`src/rtl/msgp_pkg.sv`:
```
// Shared constants, codes and pipeline item types of the multi-stop gradient pixel block.
`default_nettype none

package msgp_pkg;

   // Sizing of the stop store and the column span
   localparam int MAX_STOPS   = 16;
   localparam int MAX_COLUMNS = 4096;

   // Fixed field widths of the channels and registers
   localparam int OP_W        = 1;
   localparam int SIDX_FLD_W  = 4;
   localparam int COLOR_W     = 24;
   localparam int CHAN_W      = 8;
   localparam int COL_W       = 12;
   localparam int CFG_COLS_W  = 13;
   localparam int CFG_STOPS_W = 5;
   localparam int CSR_DATA_W  = 13;
   localparam int CSR_IDX_W   = 1;

   // Derived internal widths
   localparam int STOP_IDX_W = $clog2(MAX_STOPS);          // stop address, quotient of p / d
   localparam int D_W        = $clog2(MAX_COLUMNS);        // d = columns - 1
   localparam int P_W        = D_W + STOP_IDX_W;           // p = column * (stops - 1)
   localparam int N_W        = D_W + CHAN_W;               // blend numerator, below d * 256
   localparam int CMP_W      = (COL_W > D_W) ? COL_W : D_W;

   localparam logic [D_W-1:0]        D_MAX    = D_W'(MAX_COLUMNS - 1);
   localparam logic [STOP_IDX_W-1:0] LAST_MAX = STOP_IDX_W'(MAX_STOPS - 1);

   // Operation codes of an input beat
   typedef enum logic [OP_W-1:0] {
      OP_LOAD   = 1'b0,
      OP_RENDER = 1'b1
   } op_type;

   // Register indexes on the CSR port
   typedef enum logic [CSR_IDX_W-1:0] {
      CSR_NUM_COLUMNS = 1'b0,
      CSR_NUM_STOPS   = 1'b1
   } csr_index_type;

   // Raw register values
   typedef struct packed {
      logic [CFG_COLS_W-1:0]  num_columns;
      logic [CFG_STOPS_W-1:0] num_stops;
   } cfg_type;

   // Item in the index divider (p / d)
   typedef struct packed {
      logic                    is_render;
      logic [SIDX_FLD_W-1:0]   stop_index;
      logic [COLOR_W-1:0]      stop_color;
      logic [COL_W-1:0]        col;
      logic [D_W-1:0]          div;
      logic [STOP_IDX_W-1:0]   last_stop;
      logic [P_W-1:0]          rem;
      logic [STOP_IDX_W-1:0]   quo;
   } idx_item_type;

   // Render item after the stop store read
   typedef struct packed {
      logic [COL_W-1:0]   col;
      logic [D_W-1:0]     div;
      logic [D_W-1:0]     rem;
      logic [COLOR_W-1:0] c1;
      logic [COLOR_W-1:0] c2;
   } mix_item_type;

endpackage

`default_nettype wire

```
`src/rtl/msgp_index_div.sv`:
```
// Front stage and restoring divider that split the column position into stop index and remainder.
`default_nettype none

module msgp_index_div (
   input  wire logic                              clock,
   input  wire logic                              reset,
   input  wire msgp_pkg::cfg_type                 cfg,
   input  wire logic                              in_valid,
   output logic                                   in_ready,
   input  wire logic [msgp_pkg::OP_W-1:0]         in_operation,
   input  wire logic [msgp_pkg::SIDX_FLD_W-1:0]   in_stop_index,
   input  wire logic [msgp_pkg::COLOR_W-1:0]      in_stop_color,
   input  wire logic [msgp_pkg::COL_W-1:0]        in_column,
   output logic                                   out_valid,
   input  wire logic                              out_ready,
   output msgp_pkg::idx_item_type                 out_item
);

   localparam int NST  = msgp_pkg::STOP_IDX_W + 1;
   localparam int DW   = msgp_pkg::D_W;
   localparam int PW   = msgp_pkg::P_W;
   localparam int SW   = msgp_pkg::STOP_IDX_W;
   localparam int CW   = msgp_pkg::COL_W;
   localparam int CMPW = msgp_pkg::CMP_W;

   logic [NST-1:0]         valid_ff;
   msgp_pkg::idx_item_type stage_ff [NST];
   msgp_pkg::idx_item_type stage_in [NST];
   logic [NST-1:0]         stage_vin;
   logic [NST:0]           stage_ready;

   logic [DW-1:0]          d;
   logic [SW-1:0]          last;
   logic [CW-1:0]          col_sat;

   // Effective span and stop count from the raw registers
   always_comb begin
      if (cfg.num_columns == '0) begin
         d = '0;
      end else if (32'(cfg.num_columns) > 32'(msgp_pkg::MAX_COLUMNS)) begin
         d = msgp_pkg::D_MAX;
      end else begin
         d = DW'(cfg.num_columns - 1'b1);
      end
      if (cfg.num_stops == '0) begin
         last = '0;
      end else if (32'(cfg.num_stops) > 32'(msgp_pkg::MAX_STOPS)) begin
         last = msgp_pkg::LAST_MAX;
      end else begin
         last = SW'(cfg.num_stops - 1'b1);
      end
      col_sat = (CMPW'(in_column) > CMPW'(d)) ? CW'(d) : in_column;
   end

   // Stage 0: saturate column, form p; stages 1..: one quotient bit each
   always_comb begin
      msgp_pkg::idx_item_type item;
      logic [PW-1:0]          trial;
      stage_in[0]            = '0;
      stage_in[0].is_render  = (in_operation == msgp_pkg::OP_RENDER);
      stage_in[0].stop_index = in_stop_index;
      stage_in[0].stop_color = in_stop_color;
      stage_in[0].col        = col_sat;
      stage_in[0].div        = (d == '0) ? DW'(1) : d;   // single column: p is zero anyway
      stage_in[0].last_stop  = last;
      stage_in[0].rem        = PW'(col_sat) * PW'(last);
      stage_in[0].quo        = '0;
      stage_vin[0]           = in_valid;
      for (int k = 1; k < NST; k++) begin
         item  = stage_ff[k-1];
         trial = PW'(item.div) << (NST - 1 - k);
         if (item.rem >= trial) begin
            item.rem             = item.rem - trial;
            item.quo[NST - 1 - k] = 1'b1;
         end
         stage_in[k]  = item;
         stage_vin[k] = valid_ff[k-1];
      end
   end

   // Per-stage ready: a stage takes a beat when empty or draining
   always_comb begin
      stage_ready[NST] = out_ready;
      for (int k = NST - 1; k >= 0; k--) begin
         stage_ready[k] = !valid_ff[k] || stage_ready[k+1];
      end
   end

   always_ff @(posedge clock) begin
      if (reset) begin
         valid_ff <= '0;
      end else begin
         for (int k = 0; k < NST; k++) begin
            if (stage_ready[k]) begin
               valid_ff[k] <= stage_vin[k];
            end
         end
      end
   end

   always_ff @(posedge clock) begin
      for (int k = 0; k < NST; k++) begin
         if (stage_ready[k] && stage_vin[k]) begin
            stage_ff[k] <= stage_in[k];
         end
      end
   end

   assign in_ready  = stage_ready[0];
   assign out_valid = valid_ff[NST-1];
   assign out_item  = stage_ff[NST-1];

endmodule

`default_nettype wire

```
`src/rtl/msgp_stop_mem.sv`:
```
// Stop store stage: loads write a stop, renders read the two bracketing stops.
`default_nettype none

module msgp_stop_mem (
   input  wire logic                   clock,
   input  wire logic                   reset,
   input  wire logic                   in_valid,
   output logic                        in_ready,
   input  wire msgp_pkg::idx_item_type in_item,
   output logic                        out_valid,
   input  wire logic                   out_ready,
   output msgp_pkg::mix_item_type      out_item
);

   localparam int SW = msgp_pkg::STOP_IDX_W;
   localparam int DW = msgp_pkg::D_W;

   logic [msgp_pkg::COLOR_W-1:0] stop_mem [msgp_pkg::MAX_STOPS];

   logic                   valid_ff;
   msgp_pkg::mix_item_type item_ff;
   logic                   accept;
   logic                   load_hit;
   logic [SW-1:0]          idx_lo;
   logic [SW-1:0]          idx_hi;

   assign in_ready = !valid_ff || out_ready;
   assign accept   = in_valid && in_ready;
   assign load_hit = !in_item.is_render &&
                     (32'(in_item.stop_index) < 32'(msgp_pkg::MAX_STOPS));

   // Upper stop, clamped to the last one; a zero remainder needs only the lower stop
   always_comb begin
      idx_lo = in_item.quo;
      if (in_item.rem == '0 || in_item.quo == in_item.last_stop) begin
         idx_hi = in_item.quo;
      end else begin
         idx_hi = in_item.quo + 1'b1;
      end
   end

   // Store write and registered reads
   always_ff @(posedge clock) begin
      if (accept && load_hit) begin
         stop_mem[SW'(in_item.stop_index)] <= in_item.stop_color;
      end
      if (accept && in_item.is_render) begin
         item_ff.c1  <= stop_mem[idx_lo];
         item_ff.c2  <= stop_mem[idx_hi];
         item_ff.col <= in_item.col;
         item_ff.div <= in_item.div;
         item_ff.rem <= DW'(in_item.rem);
      end
   end

   // Loads end here; only renders move on
   always_ff @(posedge clock) begin
      if (reset) begin
         valid_ff <= 1'b0;
      end else if (in_ready) begin
         valid_ff <= in_valid && in_item.is_render;
      end
   end

   assign out_valid = valid_ff;
   assign out_item  = item_ff;

endmodule

`default_nettype wire

```
`src/rtl/msgp_blend_div.sv`:
```
// Blend numerators per channel and pipelined restoring division by d, with the output register.
`default_nettype none

module msgp_blend_div (
   input  wire logic                          clock,
   input  wire logic                          reset,
   input  wire logic                          in_valid,
   output logic                               in_ready,
   input  wire msgp_pkg::mix_item_type        in_item,
   output logic                               out_valid,
   input  wire logic                          out_ready,
   output logic [msgp_pkg::COL_W-1:0]         out_column,
   output logic [msgp_pkg::CHAN_W-1:0]        out_red,
   output logic [msgp_pkg::CHAN_W-1:0]        out_green,
   output logic [msgp_pkg::CHAN_W-1:0]        out_blue
);

   localparam int HW  = msgp_pkg::CHAN_W;
   localparam int NW  = msgp_pkg::N_W;
   localparam int NST = HW + 1;

   typedef struct packed {
      logic [msgp_pkg::COL_W-1:0] col;
      logic [msgp_pkg::D_W-1:0]   div;
      logic [2:0][NW-1:0]         rem;
      logic [2:0][HW-1:0]         quo;
   } blend_stage_type;

   logic [NST-1:0]  valid_ff;
   blend_stage_type stage_ff [NST];
   blend_stage_type stage_in [NST];
   logic [NST-1:0]  stage_vin;
   logic [NST:0]    stage_ready;

   // Stage 0: (d-r)*c1 + r*c2; stages 1..: one quotient bit per channel
   always_comb begin
      blend_stage_type item;
      logic [HW-1:0]   a;
      logic [HW-1:0]   b;
      logic [NW-1:0]   prod_lo;
      logic [NW-1:0]   prod_hi;
      logic [NW-1:0]   trial;
      stage_in[0]     = '0;
      stage_in[0].col = in_item.col;
      stage_in[0].div = in_item.div;
      for (int ch = 0; ch < 3; ch++) begin
         a       = in_item.c1[HW*ch +: HW];
         b       = in_item.c2[HW*ch +: HW];
         prod_lo = NW'(in_item.div - in_item.rem) * NW'(a);
         prod_hi = NW'(in_item.rem) * NW'(b);
         stage_in[0].rem[ch] = prod_lo + prod_hi;
      end
      stage_vin[0] = in_valid;
      for (int k = 1; k < NST; k++) begin
         item  = stage_ff[k-1];
         trial = NW'(item.div) << (NST - 1 - k);
         for (int ch = 0; ch < 3; ch++) begin
            if (item.rem[ch] >= trial) begin
               item.rem[ch]              = item.rem[ch] - trial;
               item.quo[ch][NST - 1 - k] = 1'b1;
            end
         end
         stage_in[k]  = item;
         stage_vin[k] = valid_ff[k-1];
      end
   end

   // Per-stage ready chain back from the result port
   always_comb begin
      stage_ready[NST] = out_ready;
      for (int k = NST - 1; k >= 0; k--) begin
         stage_ready[k] = !valid_ff[k] || stage_ready[k+1];
      end
   end

   always_ff @(posedge clock) begin
      if (reset) begin
         valid_ff <= '0;
      end else begin
         for (int k = 0; k < NST; k++) begin
            if (stage_ready[k]) begin
               valid_ff[k] <= stage_vin[k];
            end
         end
      end
   end

   always_ff @(posedge clock) begin
      for (int k = 0; k < NST; k++) begin
         if (stage_ready[k] && stage_vin[k]) begin
            stage_ff[k] <= stage_in[k];
         end
      end
   end

   // Last stage is the output register; channel 2 is red, 0 is blue
   assign in_ready   = stage_ready[0];
   assign out_valid  = valid_ff[NST-1];
   assign out_column = stage_ff[NST-1].col;
   assign out_red    = stage_ff[NST-1].quo[2];
   assign out_green  = stage_ff[NST-1].quo[1];
   assign out_blue   = stage_ff[NST-1].quo[0];

endmodule

`default_nettype wire

```
`src/rtl/multi_stop_gradient_pixel.sv`:
```
// Top level of the multi-stop linear gradient pixel generator: CSR block and pipeline chain.
`default_nettype none

// Linear multi-stop color gradient, one beat per clock in and one pixel per clock out while rsp_stall is low.
// Load beats (operation 0) write a 0xRRGGBB stop into a 16-entry stop store; they take
// effect in stream order and give no result. Render beats (operation 1) give one pixel
// for the column, saturated to num_columns-1, with each channel the exact truncated
// blend ((d-r)*c[i] + r*c[i+1]) / d of the two bracketing stops, d = num_columns-1.
// A span of one column returns stop 0. From accepted beat to pixel there are a front
// stage and 4 restoring-division stages for the stop index, one stop store read stage,
// a multiply stage and 8 division stages per channel, the last of which is the output
// register. Each stage moves on its own, so bubbles close up while the result side
// stalls. Write num_columns and num_stops only with the pipeline empty; stops must be
// loaded before any render reads them.
module multi_stop_gradient_pixel (
   input  wire logic                                clock,
   input  wire logic                                reset,
   input  wire logic                                req_valid,
   output logic                                     req_stall,
   input  wire logic [msgp_pkg::OP_W-1:0]           req_operation,
   input  wire logic [msgp_pkg::SIDX_FLD_W-1:0]     req_stop_index,
   input  wire logic [msgp_pkg::COLOR_W-1:0]        req_stop_color,
   input  wire logic [msgp_pkg::COL_W-1:0]          req_column,
   output logic                                     rsp_valid,
   input  wire logic                                rsp_stall,
   output logic [msgp_pkg::COL_W-1:0]               rsp_column_out,
   output logic [msgp_pkg::CHAN_W-1:0]              rsp_red,
   output logic [msgp_pkg::CHAN_W-1:0]              rsp_green,
   output logic [msgp_pkg::CHAN_W-1:0]              rsp_blue,
   input  wire logic                                csr_valid,
   output logic                                     csr_ready,
   input  wire logic [msgp_pkg::CSR_IDX_W-1:0]      csr_index,
   input  wire logic [msgp_pkg::CSR_DATA_W-1:0]     csr_data
);

   logic [msgp_pkg::CFG_COLS_W-1:0]  num_columns_ff;
   logic [msgp_pkg::CFG_STOPS_W-1:0] num_stops_ff;
   msgp_pkg::cfg_type                cfg;

   logic                   in_ready;
   logic                   idx_valid;
   logic                   idx_ready;
   msgp_pkg::idx_item_type idx_item;
   logic                   mix_valid;
   logic                   mix_ready;
   msgp_pkg::mix_item_type mix_item;

   // CSR writes, always ready
   assign csr_ready = 1'b1;

   always_ff @(posedge clock) begin
      if (reset) begin
         num_columns_ff <= msgp_pkg::CFG_COLS_W'(120);
         num_stops_ff   <= msgp_pkg::CFG_STOPS_W'(2);
      end else if (csr_valid && csr_ready) begin
         unique case (msgp_pkg::csr_index_type'(csr_index))
            msgp_pkg::CSR_NUM_COLUMNS: begin
               num_columns_ff <= msgp_pkg::CFG_COLS_W'(csr_data);
            end
            msgp_pkg::CSR_NUM_STOPS: begin
               num_stops_ff <= msgp_pkg::CFG_STOPS_W'(csr_data);
            end
         endcase
      end
   end

   assign cfg.num_columns = num_columns_ff;
   assign cfg.num_stops   = num_stops_ff;

   // Stop index and remainder
   msgp_index_div u_index_div (
      .clock         (clock),
      .reset         (reset),
      .cfg           (cfg),
      .in_valid      (req_valid),
      .in_ready      (in_ready),
      .in_operation  (req_operation),
      .in_stop_index (req_stop_index),
      .in_stop_color (req_stop_color),
      .in_column     (req_column),
      .out_valid     (idx_valid),
      .out_ready     (idx_ready),
      .out_item      (idx_item)
   );

   assign req_stall = !in_ready;

   // Stop store
   msgp_stop_mem u_stop_mem (
      .clock     (clock),
      .reset     (reset),
      .in_valid  (idx_valid),
      .in_ready  (idx_ready),
      .in_item   (idx_item),
      .out_valid (mix_valid),
      .out_ready (mix_ready),
      .out_item  (mix_item)
   );

   // Channel blend and output register
   msgp_blend_div u_blend_div (
      .clock      (clock),
      .reset      (reset),
      .in_valid   (mix_valid),
      .in_ready   (mix_ready),
      .in_item    (mix_item),
      .out_valid  (rsp_valid),
      .out_ready  (!rsp_stall),
      .out_column (rsp_column_out),
      .out_red    (rsp_red),
      .out_green  (rsp_green),
      .out_blue   (rsp_blue)
   );

`ifndef SYNTHESIS
   // Stop index never passes the last stop in use
   a_index_in_range: assert property (@(posedge clock) disable iff (reset)
      idx_valid |-> (idx_item.quo <= idx_item.last_stop))
      else $error("stop index beyond last stop");

   // Remainder left by the index divider is below the divisor
   a_rem_below_div: assert property (@(posedge clock) disable iff (reset)
      (idx_valid && idx_item.is_render) |->
         (idx_item.rem < msgp_pkg::P_W'(idx_item.div)))
      else $error("index remainder not below divisor");

   // Pipeline is empty right after reset
   a_empty_after_reset: assert property (@(posedge clock)
      reset |=> (!rsp_valid && !req_stall))
      else $error("pipeline not empty after reset");
`endif

endmodule

`default_nettype wire
```
`config.mk`:
```
export PLATFORM = sky130hd
export DESIGN_NAME = multi_stop_gradient_pixel
export DESIGN_NICKNAME = d
export VERILOG_FILES = /design/src/rtl/msgp_pkg.sv /design/src/rtl/msgp_index_div.sv /design/src/rtl/msgp_stop_mem.sv /design/src/rtl/msgp_blend_div.sv /design/src/rtl/multi_stop_gradient_pixel.sv
export SDC_FILE = /design/constraint.sdc
export NUM_CORES = 2
export LEC_CHECK = 0
export BUFFER_PORTS_ARGS = -buffer_cell sky130_fd_sc_hd__buf_2
export CAP_MARGIN = 30
export CORE_ASPECT_RATIO = 0.7
export CORE_MARGIN = 1.5
export CORE_UTILIZATION = 59
export CTS_CLUSTER_DIAMETER = 60
export DETAILED_ROUTE_END_ITERATION = 7
export PLACE_DENSITY = 0.76
export SYNTH_ARGS = -nofsm -noshare
export SYNTH_HDL_FRONTEND = slang
export SYNTH_SLANG_ARGS = --single-unit
```
`constraint.sdc`:
```
create_clock -name clock -period 14.77 [get_ports clock]
set_clock_uncertainty 0.15 [all_clocks]
set_input_delay 2.954 -clock clock [delete_from_list [all_inputs] [get_ports clock]]
set_output_delay 2.954 -clock clock [all_outputs]
set_load 0.03 [all_outputs]
```
==> Word-level counts from Yosys, hierarchy flattened <==
Memory sizes are Yosys's and may differ from the RTL's. A register that Yosys moved wholly into a read port is not among the register bits.
Cells that the tools add are included.
{ "totals": {"reg_bits": 69, "latchBits": 0, "ram_bits": 1741, "rom_bits": 0, "inputBits": 60, "output_inout_bits": 39, "wordCells": 248, "n_memories": 3} }
{ "classes": {"add_sub_neg": 35, "mul": 7, "div_mod_pow": 0, "magnitude_cmp": 31, "n_eq_ne": 1, "shifts": 0, "muxes": 92, "bitwise_logic": 1, "reduce_logical": 58} }
{ "mem_list": {"columns": ["memory", "depth", "width", "rd", "rd_ports_with_merged_regs", "write_ports", "line", "text"], "rows": [
  ["u_blend_div.stage_ff", 9, 108, 9, 0, 9, "msgp_blend_div.sv:30", "blend_stage_type stage_ff [NST];"],
  ["u_index_div.stage_ff", 5, 77, 5, 0, 5, "msgp_index_div.sv:27", "msgp_pkg::idx_item_type stage_ff [NST];"],
  ["u_stop_mem.stop_mem", 16, 24, 2, 2, 1, "msgp_stop_mem.sv:18", "logic [msgp_pkg::COLOR_W-1:0] stop_mem [msgp_pkg::MAX_STOPS];"]
]} }
{ "ops": {"columns": ["op", "n"], "rows": [
  ["$mux W20", 24],
  ["$add A20 B20 Y20", 3],
  ["$ge A20 B12 Y1", 3],
  ["$ge A20 B13 Y1", 3],
  ["$ge A20 B14 Y1", 3],
  ["$ge A20 B15 Y1", 3],
  ["$ge A20 B16 Y1", 3],
  ["$ge A20 B17 Y1", 3],
  ["$ge A20 B18 Y1", 3],
  ["$ge A20 B19 Y1", 3],
  ["$mul A12 B8 Y20", 3],
  ["$sub A20 B12 Y20", 3],
  ["$sub A20 B13 Y20", 3],
  ["$sub A20 B14 Y20", 3],
  ["$sub A20 B15 Y20", 3],
  ["$sub A20 B16 Y20", 3],
  ["$sub A20 B17 Y20", 3],
  ["$sub A20 B18 Y20", 3],
  ["$sub A20 B19 Y20", 3],
  ["$mux W1", 57],
  ["$mux W12", 4],
  ["$mux W16", 3],
  ["$mul A20 B8 Y20", 2],
  ["$mul A13 B9 Y20", 1],
  ["other kinds (28)", 80]
]} }

==> Logic depth before layout (Yosys ltp) <==
{ "depth": {"word_depth": 19, "depth_mapped": 32, "mapped_depth_nobuf": 31} }

==> Modules after synthesis <==
Synthesis repeated with hierarchy kept, for this count alone.
{ "unflattened": {"hier_cells": 8686, "hier_area_um2": 103359.1} }
{ "by_module_without_submodules": {"columns": ["module", "instances", "cells_each", "area_per_inst_um2", "seq_area_each_um2"], "rows": [
  ["msgp_blend_div", 1, 5851, 62731.4, 23963.0],
  ["msgp_stop_mem", 1, 1433, 21749.6, 14073.5],
  ["msgp_index_div", 1, 1320, 18072.3, 11360.9],
  ["multi_stop_gradient_pixel", 1, 82, 805.8, 360.3]
]} }

==> Worst setup path before layout <==
OpenSTA, ideal clock, no wires.
{ "synth_timing": {"path_kind": "input -> register", "from": "in rsp_stall", "to": "mem u_blend_div.stage_ff[0][543] in the netlist's numbering, enable pin", "setup_time_ns": 0.708, "arrival_ns": 10.369, "t_required_ns": 13.912, "setup_slack_ns": 3.543, "cell_stages": 2, "path_buffers": 0, "path_cell_list": "and4_1 a21boi_0"} }
{ "synth_rtl": {"columns": ["element", "line", "text"], "rows": [
  ["start, declared", "multi_stop_gradient_pixel.sv:25", "input wire logic rsp_stall,"],
  ["end, declared", "msgp_blend_div.sv:30", null]
]} }

==> Worst setup path after layout <==
{ "layout_timing": {"from": "in rsp_stall", "to": "out req_stall"} }
{ "layout_between": {"elab_chain_cells": 17} }
{ "layout_rtl": {"columns": ["element", "line", "text"], "rows": [
  ["$logic_not A1 Y1", "multi_stop_gradient_pixel.sv:108", ".out_ready (!rsp_stall),"],
  ["$logic_or A1 B1 Y1 (9 in series)", "msgp_blend_div.sv:72", "stage_ready[k] = !valid_ff[k] || stage_ready[k+1];"],
  ["$logic_or A1 B1 Y1", "msgp_stop_mem.sv:27", "assign in_ready = !valid_ff || out_ready;"],
  ["$logic_or A1 B1 Y1 (5 in series)", "msgp_index_div.sv:85", "stage_ready[k] = !valid_ff[k] || stage_ready[k+1];"],
  ["$logic_not A1 Y1", "multi_stop_gradient_pixel.sv:86", "assign req_stall = !in_ready;"],
  ["end, declared", "multi_stop_gradient_pixel.sv:19", "output logic req_stall,"]
]} }
No other way between the ends.

==> impl_metrics.toml <==
[synthesis]
synthesized_netlist_net_count = 9813
synth.cell_area_sq_um = 101000
dominantRegCellSynth = "edfxtp_1"
yosys.area.top_type_share = 0.485
synthArstFlopShare = 0
ys_top_cells_by_area = "edfxtp_1, fa_1, ha_1"
synth_seq_cells = 1668
synthCells = 8626
netlist.top_cell.by_area = "edfxtp_1"
ys_seq_area_frac = 0.491
number_of_enable_type_register_cells_in_the_synthesized_netlist = 1635
distinct_cells_synth = 95
post_synth_most_frequent_cells = "edfxtp_1, inv_1, nand2_1, ha_1, fa_1"
post-synth-top-count-cell = "edfxtp_1"
yosys_warnings = 0
postSynthAreaPerCell_sq_um = 11.7

[worst_setup_path]
r2r_start = "u_stop_mem.out_item[50]"
reg2regPathDepth = 29
worst_path_largest_cell_delay_ns = 0.61
cp_cell_sequence = "buf_2, and4_1, and3_1, and3_1, and4_1, and3_1, nand2_1, inv_1, buf_2"
critical_path_peak_fanout = 11
worstSetupStartpointType = "primary input"
timing.critical_path.slowest_stage_cell = "and3_1"
cp.required_ns = 11.67
r2r_end = "u_blend_div.stage_ff[0][82]"
cp_top_family = "simple AND/OR/NAND/NOR gates"
worst-setup-path-type = "in2out"
crit_cells = 9
critical_path_arrival_ns = 5.62
critPathCaptureType = "output port"
worstPathBufferInverterCount = 3
path_common_cell = "and3_1"
flop_to_flop_setup_slack_ns = 6.08

[cells_and_area]
num-nets-final = 9870
layout-drive-gt1-share = 0.0865
layout.filler_cells = 12500
area.growth.synth_to_final_pct = 8.79

[floorplan]
die_height_um = 350
dieArea_sq_um = 174000
floorplan.core_area_sq_um = 171000
std_cell_rows = 127
floorplan.initialDensity = 0.593
die_w_um = 498
io_pins = 99

[routing]
routed-via-count = 68500
antenna_viol_nets_final = 0
routed_wire_length_per_instance_um = 23.7
dr.first_iter.drc_count = 7846
drt_drc_violations_left = 0
first_pass_iters = 6
post_drt_via_cell_ratio = 6.18
routed_wirelength_um = 263000

[min_path]
min_path_cells = 0
hold_path_startpoint = "u_index_div.stage_ff[0][127]"
min_to = "u_index_div.stage_ff[0][204]"
holdCritPathClass = "reg2reg"

[pwr]
p_leak_uw = 0.0428
power_per_cell_area_nw_per_um2 = 97.8
worst_ir_drop_vdd_uv = 102

[clock_tree]
worstSkewPairLatency_ns = 0.85
cts.root.buffer_cell = "clkbuf_16"
clock_sinks = 1668
cts_tree = "yes"
htree_num_levels = 4
clk_pin_slew_worst_paths_ns = 0.06
number_of_gates_resized_after_cts = 0
cts_setup_buffers = 0
cts_hold_buf = 0
clk_path_buf_depth = 3
cts_inserted_buffers = 163

[timing]
timing.final.setup_violations = 0
fmax_mhz = 115
final_period_minus_worst_setup_slack_ns = 8.72
worst_slew_pin_slew_ns = 1.14
grt_setup_unrepaired = "no"
timing.final.hold_violations = 0
final_critical_path_setup_slack_ns = 6.05
setup_tns_ns = 0
final_max_slew_viol_count = 0
min_period_over_period = 0.591
relative_max_transition_margin = 0.237

[place]
worst_slack_at_placement_ns = 6.06
finalWeightedCongestion = 0.959
hpwl_um = 191000
placement.io_buffers = 97

[global_route]
grt_max_degree = 78
grt_antenna_before_repair = 14
global_route_wire_length_before_repair_um = 397000
gr-total-overflow = 0
globalRouteTotalUtil = 0.301
grt_pass1_vias = 66500

[run]
maxCapViolations = 0

[status]
status = "finished clean"
## area by class of cell
class,count,area (sq um),area share
Antenna cell,5,12.5,0.000114
Clock buffer,188,4250,0.0385
Clock inverter,114,1350,0.0123
Inverter,988,3710,0.0336
Multi-Input combinational cell,5653,46900,0.425
Sequential cell,1668,49800,0.451
Tap cell,2257,2820,0.0256
Timing Repair Buffer,209,1450,0.0132
## how the worst max path moves through the flow
stage / startpoint / endpoint
2_1_floorplan: rsp_stall / u_blend_div.stage_ff[0][543]
3_3_place_gp: rsp_stall / req_stall
3_5_place_dp: rsp_stall / req_stall
4_1_cts: rsp_stall / req_stall
5_1_grt: u_stop_mem.out_item[50] / u_blend_div.stage_ff[0][82]
6_report: rsp_stall / req_stall
## power by group
part	internal (uW)	switching [uW]	leakage (uW)
Combinational	473	666	0.0251
Sequential	5270	41.9	0.0149
Clock	2440	1900	0.00270
Total	8170	2600	0.0428
## layer usage
layer  part of all wire  global-route usage  wire length [um]  up-vias
met5            0.00012                   0                31        -
met4              0.026              0.0802              6940        4
met3               0.13              0.0928             35300      544
met2               0.40               0.411            106000     3966
met1               0.44               0.462            115000    33500
li1                   -                   -                 -    30400
## state kept, by name, summed over array words and instances (netlist names)
register / count
u_index_div.valid_ff: 5
u_stop_mem.stop_mem: 384
u_index_div.stage_ff: 375
u_stop_mem.out_valid: 1
u_stop_mem.out_item: 84
u_blend_div.stage_ff: 792
u_blend_div.valid_ff: 9
num_columns_ff: 13
num_stops_ff: 5
## cell usage in the layout, fill, tap and decap left out, types with 166 or more instances in the layout
master	instances
nand2_1	830
inv_1	986
a21oi_1	360
mux2i_1	167
clkbuf_16	166
and2_1	311
xnor2_1	230
ha_1	565
o21ai_0	322
fa_1	562
edfxtp_1	1635
nor2_1	476
## logic make-up after synthesis
| group | after synthesis | synth area share |
|---|---|---|
| muxes | 358 | 0.0438 |
| and+or+nand+nor | 2442 | 0.116 |
| adders and majority gates | 1128 | 0.181 |
| DFF | 1668 | 0.491 |
| xor gates and xnor gates | 378 | 0.0328 |
| buffers and inverters | 1305 | 0.0501 |
| AOI/OAI and AO/OA | 1346 | 0.0848 |
| other | 1 | 0.0000370 |
## stage by stage
stage	cell area, sq um	instances	total power [uW]	hold slack (ns)	util
3_3_place_gp	104000	10800	6480	0.250	0.611
3_5_place_dp	105000	10800	6530	0.255	0.612
5_1_grt	110000	11100	11100	0.266	0.645
2_1_floorplan	101000	8626	6240	0.250	-
6_report	110000	11100	10800	0.249	0.645
4_1_cts	110000	11100	10800	0.257	0.645
Power figures use the tool's default switching activity.
